<file path="config.mk">
export PLATFORM = sky130hd
export DESIGN_NAME = vrp_prep
export DESIGN_NICKNAME = d
export VERILOG_FILES = /design/src/vrp_pkg.sv /design/src/vrp_prep.sv
export SDC_FILE = /design/constraint.sdc
export NUM_CORES = 2
export LEC_CHECK = 0
export ABC_AREA = 1
export BUFFER_PORTS_ARGS = -buffer_cell sky130_fd_sc_hd__buf_2
export CORE_MARGIN = 2
export CORE_UTILIZATION = 52
export DETAILED_ROUTE_END_ITERATION = 16
export PLACE_DENSITY = 0.7
export RECOVER_POWER = 100
export SYNTH_ARGS = -nofsm -noshare
export SYNTH_HDL_FRONTEND = slang
export SYNTH_SLANG_ARGS = --single-unit
</file>
<file path="constraint.sdc">
create_clock -name clk -period 7.5 [get_ports clk]
set_input_delay 0.75 -clock clk [delete_from_list [all_inputs] [get_ports clk]]
set_output_delay 0.75 -clock clk [all_outputs]
set_load 0.05 [all_outputs]
</file>
<file path="src/vrp_pkg.sv">
// ---------------------------------------------------------------------------
// vrp_pkg - shared types and widths for vertex_rotate_project
// Fixed field widths and the derived datapath widths of every stage.
// ---------------------------------------------------------------------------
`default_nettype none
package vrp_pkg;

  localparam int COORD_W = 16;   // Q8.8 vertex coordinate
  localparam int ANG_W   = 16;   // Q2.14 cosine / sine
  localparam int FRAC_W  = 14;
  localparam int FOV_W   = 15;
  localparam int SCALE_W = 10;
  localparam int CTR_W   = 12;
  localparam int PIX_W   = 16;

  // after the X rotation: 33-bit product sum, floor shift by FRAC_W
  localparam int PROD1_W = COORD_W + ANG_W;
  localparam int ROT1_W  = PROD1_W + 1 - FRAC_W;
  // after the Y rotation
  localparam int PROD2_W = ROT1_W + ANG_W;
  localparam int ROT2_W  = PROD2_W + 1 - FRAC_W;
  // fov + z2
  localparam int DEN_W   = ((ROT2_W > FOV_W + 1) ? ROT2_W : FOV_W + 1) + 1;
  localparam int K_W     = FOV_W + SCALE_W;
  localparam int NUM_W   = ROT2_W + K_W + 1;
  // magnitude of the numerator with the /256 already taken out
  localparam int DIV_W   = NUM_W - 8;
  // divider remainder, one bit over the divisor
  localparam int REM_W   = DEN_W + 1;

  localparam logic [4:0] ADDR_COS   = 5'd0;
  localparam logic [4:0] ADDR_SIN   = 5'd4;
  localparam logic [4:0] ADDR_FOV   = 5'd8;
  localparam logic [4:0] ADDR_SCALE = 5'd12;
  localparam logic [4:0] ADDR_CX    = 5'd16;
  localparam logic [4:0] ADDR_CY    = 5'd20;

  typedef struct packed {
    logic behind;
    logic neg_x;
    logic neg_y;
  } side_t;

endpackage
`default_nettype wire

</file>
<file path="src/vrp_prep.sv">
// ---------------------------------------------------------------------------
// vrp_prep - projection numerators and divisor
// Three stages: denominator and fov*scale, numerators, magnitudes.
// ---------------------------------------------------------------------------
`default_nettype none
module vrp_prep (
  input  wire logic                               clk,
  input  wire logic                               rst,
  input  wire logic                               en,
  input  wire logic                               in_valid,
  input  wire logic signed [vrp_pkg::ROT2_W-1:0]  x2,
  input  wire logic signed [vrp_pkg::ROT1_W-1:0]  y1,
  input  wire logic signed [vrp_pkg::ROT2_W-1:0]  z2,
  input  wire logic [vrp_pkg::FOV_W-1:0]          fov,
  input  wire logic [vrp_pkg::SCALE_W-1:0]        scale,
  output logic                                    out_valid,
  output logic [vrp_pkg::DIV_W-1:0]               mag_x,
  output logic [vrp_pkg::DIV_W-1:0]               mag_y,
  output logic [vrp_pkg::DEN_W-1:0]               divisor,
  output vrp_pkg::side_t                          side
);
  import vrp_pkg::*;

  logic [2:0] vld;

  logic signed [DEN_W-1:0]   den_s1, den_s2;
  logic [K_W-1:0]            k_s1;
  logic signed [ROT2_W-1:0]  x_s1;
  logic signed [ROT1_W-1:0]  y_s1;
  logic signed [NUM_W-1:0]   nx, ny;
  logic [NUM_W-1:0]          ax, ay;

  assign ax = nx[NUM_W-1] ? NUM_W'(-nx) : NUM_W'(nx);
  assign ay = ny[NUM_W-1] ? NUM_W'(-ny) : NUM_W'(ny);

  always_ff @(posedge clk) begin
    if (rst) begin
      vld <= '0;
    end else if (en) begin
      vld <= {vld[1:0], in_valid};
    end
  end

  always_ff @(posedge clk) begin
    if (en) begin
      den_s1      <= $signed({{(DEN_W-FOV_W){1'b0}}, fov}) + DEN_W'(z2);
      k_s1        <= K_W'(fov) * K_W'(scale);
      x_s1        <= x2;
      y_s1        <= y1;
      nx          <= NUM_W'(x_s1) * NUM_W'($signed({1'b0, k_s1}));
      ny          <= NUM_W'(y_s1) * NUM_W'($signed({1'b0, k_s1}));
      den_s2      <= den_s1;
      // |n| / (256 d) truncated equals floor(|n| / 256) / d
      mag_x       <= ax[NUM_W-1:8];
      mag_y       <= ay[NUM_W-1:8];
      divisor     <= den_s2;
      side.behind <= (den_s2[DEN_W-1] || den_s2 == '0);
      side.neg_x  <= nx[NUM_W-1];
      side.neg_y  <= ny[NUM_W-1];
    end
  end

  assign out_valid = vld[2];

endmodule
`default_nettype wire

</file>
# Word-level counts from Yosys, hierarchy flattened
# Index checks and enable logic that the tools add are counted.
# totals
output_inout_bits	107
wordCells	26
input_bits	92
ff_bits	317
# classes
mux	2
addsub	3
multipliers	3
reduce_logical	2
# ops
cell	n
48-bit negation	2
47-bit two-way mux	2
22-bit by 26-bit multiplier with 48-bit output	1
19-bit by 26-bit multiplier with 45-bit output	1
15-bit by 10-bit multiplier with 25-bit output	1
16-bit by 22-bit adder with 23-bit output	1
23-bit zero test	1
1-bit logical OR	1

# Depth between registers and ports, before layout
# logic_depth
word_depth	2
mapped_depth	30
depth_no_buf	28

# Worst setup path before layout
# No wires, ideal clock.
# synth_path
path_kind	reg2reg
start	reg x_s1[7]
end	reg nx[41], data pin
t_arrival_ns	5.641
period_less_slack_ns	5.893
setup_time_ns	0.252
stages_incl_launch_ff	27
path_slack_ns	1.607
n_path_buf	2
required_ns	7.248
cell_sequence	edfxtp_1 > clkbuf_1 > clkbuf_1 > nand2_1 > fa_1 > inv_1 > fa_1 > inv_1 > fa_1 > inv_1 > fa_1 > fa_1 > fa_1 > inv_1 > fa_1 > inv_1 > ha_1 > nand2_1 > inv_1 > nand2_1 > nand2_1 > a21oi_1 > nor2_1 > nor2_1 > nand2_1 > nand2_1 > nand2_1
# synth_between
elab_chain_len	1
# synth_rtl
item	line	text
start, declared	vrp_prep.sv:28	logic signed [ROT2_W-1:0] x_s1;
start signal, assigned	vrp_prep.sv:48	x_s1 <= x2;
22-bit by 26-bit multiplier with 48-bit output	vrp_prep.sv:50	nx <= NUM_W'(x_s1) * NUM_W'($signed({1'b0, k_s1}));
end signal, assigned	vrp_prep.sv:50	
end, declared	vrp_prep.sv:30	logic signed [NUM_W-1:0] nx, ny;
# Every way passes these cells.
# A chain may end at the register's enable or synchronous reset.

# Final worst setup path
# layout_path
start	reg k_s1[3]
end	reg ny[30], data pin
# layout_between
elab_chain_len	1
# layout_rtl
item	line	text
start, declared	vrp_prep.sv:27	logic [K_W-1:0] k_s1;
start signal, assigned	vrp_prep.sv:47	k_s1 <= K_W'(fov) * K_W'(scale);
19-bit by 26-bit multiplier with 45-bit output	vrp_prep.sv:51	ny <= NUM_W'(y_s1) * NUM_W'($signed({1'b0, k_s1}));
end signal, assigned	vrp_prep.sv:51	
end, declared	vrp_prep.sv:30	
# Every way passes these cells.

==> impl_metrics.json <==
{
  "cts_tree": "built",
  "slew_viol_final": 242,
  "synth_fa_ha_area_share_pct": 44.76,
  "worstHoldStart": "y1[7]",
  "routed.top_layer": "met4",
  "vias_per_cell": 5.066,
  "max-cap-violations": 3,
  "met2_length_um": 64000,
  "r2r_setup_slack_ns": 0.53,
  "cts-root-buf": "clkbuf_16",
  "fin_nets": 8352,
  "met1_length_um": 56990,
  "drive_above_1_share_pct": 4.391,
  "coreArea_um2": 105000,
  "diodes": 0,
  "grt_antenna_before_repair": 0,
  "wire_per_inst_um": 16.40,
  "final.period_utilization_pct": 92.95,
  "slew_headroom_pct": -246.0,
  "synth_edf_count": 311,
  "path_class": "reg -> reg",
  "area_delta_synth_final_pct": 6.592,
  "path_cells": "clkbuf_1, nand2_1, fa_1, fa_1, inv_1, fa_1, fa_1, inv_1, fa_1, fa_1, inv_1, ha_1, ha_1, nand2_1, nor2_1, nand3_1, nand3_1, nand2_1, nand2_1, nand2_1, nand3_1, nand2_1",
  "r2r-end": "ny[30]",
  "end_kind": "flop",
  "synth_area_per_cell_um2": 8.078,
  "grt_use_total_pct": 26.05,
  "start_kind": "flop",
  "synth.distinct_cells": 46,
  "grt.overflow.total": 0,
  "hold_path_class": "in -> reg",
  "start_util_pct": 52.29,
  "muxShareOfSynthArea_pct": 0,
  "max_stage_delay_ns": 0.86,
  "dieArea_um2": 108200,
  "cts_buffer_depth": 3,
  "cp.arrival_ns": 7.35,
  "dpl.cell_count": 8215,
  "grt_pass1_vias": 43570,
  "synthTopCellsByArea": "fa_1, edfxtp_1, nand2_1",
  "slowest_stage": "edfxtp_1",
  "violations": "capacitance limit, slew limit",
  "num_rows": 119,
  "outcome": "finished, violations left",
  "port_buffers": 198,
  "yosysSeqAreaShare_pct": 17.12,
  "max_freq_ghz": 0.1435,
  "finalHoldViolCount": 0,
  "rsz0062_at_grt": "false",
  "cts_sinks": 314,
  "synthXorXnorAreaFrac_pct": 2.234,
  "drc_errors": 0,
  "ys_seq_elements": 314,
  "wl_um": 135900,
  "grt_pass1_wl_um": 223900,
  "synth_top_family_by_area": "adder cells",
  "drtIter0Drc": 2678,
  "fin_crit_ns": 6.971,
  "fp.dieW_um": 328.9,
  "fill_cells": 9784,
  "design_area_um2": 58510,
  "finClkSkew_ns": 0.03294,
  "met3_length_um": 9892,
  "yosys_warnings": 0,
  "synthSimpleGateAreaFrac_pct": 19.15,
  "postCtsSetupRepairBufs": 0,
  "yosysTopAreaCell": "fa_1",
  "worstPathRequired_ns": 7.88,
  "insertion_delay_ns": 0.62,
  "r2r-start": "k_s1[3]",
  "setup_viol": 0,
  "tns_ns": 0,
  "place.gp.congestion": 0.9320,
  "synth.top_cell.area_share_pct": 34.68,
  "cts.repair.resized": 0,
  "path_max_fanout": 16,
  "h-tree-depth": 2,
  "hold_end": "y_s1[7]",
  "placedInstanceArea_um2": 57440,
  "synth_compound_area_share_pct": 1.985,
  "r2r_cells": 22,
  "hpwl_um": 112900,
  "ios": 199,
  "worst_pin_slew_ns": 5.191,
  "finalNonFillerCells": 8291,
  "synth-async-reset-ratio_pct": 0,
  "cts.reportedPaths.clkPinSlew_ns": 0.06,
  "hold_path_depth": 1,
  "cts_hold_buf": 0,
  "grt_max_degree": 118,
  "syn_area_um2": 54890,
  "syn_inst": 6795,
  "die_y_um": 328.9,
  "dr.pass1.iters": 5,
  "synth-main-ff-cell": "edfxtp_1",
  "ant_nets": 0,
  "numCtsBuffers": 41,
  "via_count": 42000
}
==> cell families after synthesis <==
group                    after synthesis
flip-flops                           314
other                                  1
AO/OA/AOI/OAI                        200
AND/OR/NAND/NOR                     2594
adder cells (fa/ha/maj)             1393
XOR/XNOR                             140
buffers and inverters               2153
==> Yosys cell counts (all sizes together) (4+ instances only) <==
library cell,n
nor3,36
inv,1886
nand4,39
ha,442
xor2,105
nor2,308
o21ai,61
edfxtp,311
o21bai,9
or2,6
nand2,2027
xnor2,35
a21oi,108
a21o,4
nor4,9
fa,951
nand3,156
a31oi,11
buf,7
nand3b,5
clkbuf,260
==> worst max-delay path, delay by kind of cell (launching register included) <==
kind          cells  cell delay, ns
fa+ha+maj         8            3.49
buf+inv           4            0.96
flops             1            0.86
simple gates     10            1.37
==> flip-flops by register name, summed over array words and instances (netlist names) <==
register and count:
y_s1 19, divisor 23, side 3, ny 45, mag_y 40, nx 48, vld 3, den_s2 23
x_s1 22, k_s1 25, den_s1 23, mag_x 40
==> through the flow <==
stage          hold slack, ns  setup slack (ns)  util (%)
3_3_place_gp           0.4016            0.8254     54.72
3_5_place_dp           0.4045            0.7935     54.72
2_1_floorplan          0.4003             1.607         -
4_1_cts                0.2610            0.7670     56.08
5_1_grt                0.2759            0.1782     55.74
6_report               0.3034            0.5290     55.74
==> metal layers <==
metal | vias to the layer above | GRT usage [%]
met5 | - | 0
met4 | 0 | 9.222
met3 | 263 | 3.642
met2 | 1480 | 42.66
met1 | 20500 | 35.56
li1 | 19750 | -
==> cells in the final DEF, fill, tap and decap left out, drive strengths merged, types with 36 or more instances in the layout <==
cell type,count
nand3,156
nand4,39
nor2,308
edfxtp,311
inv,1890
nor3,36
o21ai,61
xor2,105
a21oi,108
clkbuf,175
ha,442
fa,951
buf,165
nand2,2027
==> worst max path at each step <==
stage | to | startpoint | slack [ns]
2_1_floorplan | nx[41] | x_s1[7] | 1.61
3_3_place_gp | nx[40] | k_s1[10] | 0.83
3_5_place_dp | ny[43] | k_s1[8] | 0.79
4_1_cts | ny[43] | k_s1[8] | 0.77
5_1_grt | ny[35] | k_s1[3] | 0.18
6_report | ny[30] | k_s1[3] | 0.53
==> final cells by class <==
type                    count  area [µm²]  share of cell area, %
multi-input cells        4330       37250                  63.66
flip-flops and latches    314        9399                  16.06
inverters                1886        7079                  12.10
well taps                1391        1740                  2.975
repair buffers            294        1608                  2.748
clock buffers              46        1066                  1.822
clock inverters            30       370.4                 0.6330
Power is left out: the tool's default activity adds up to more than one toggle a clock period on the data nets, which glitch-free logic cannot reach.
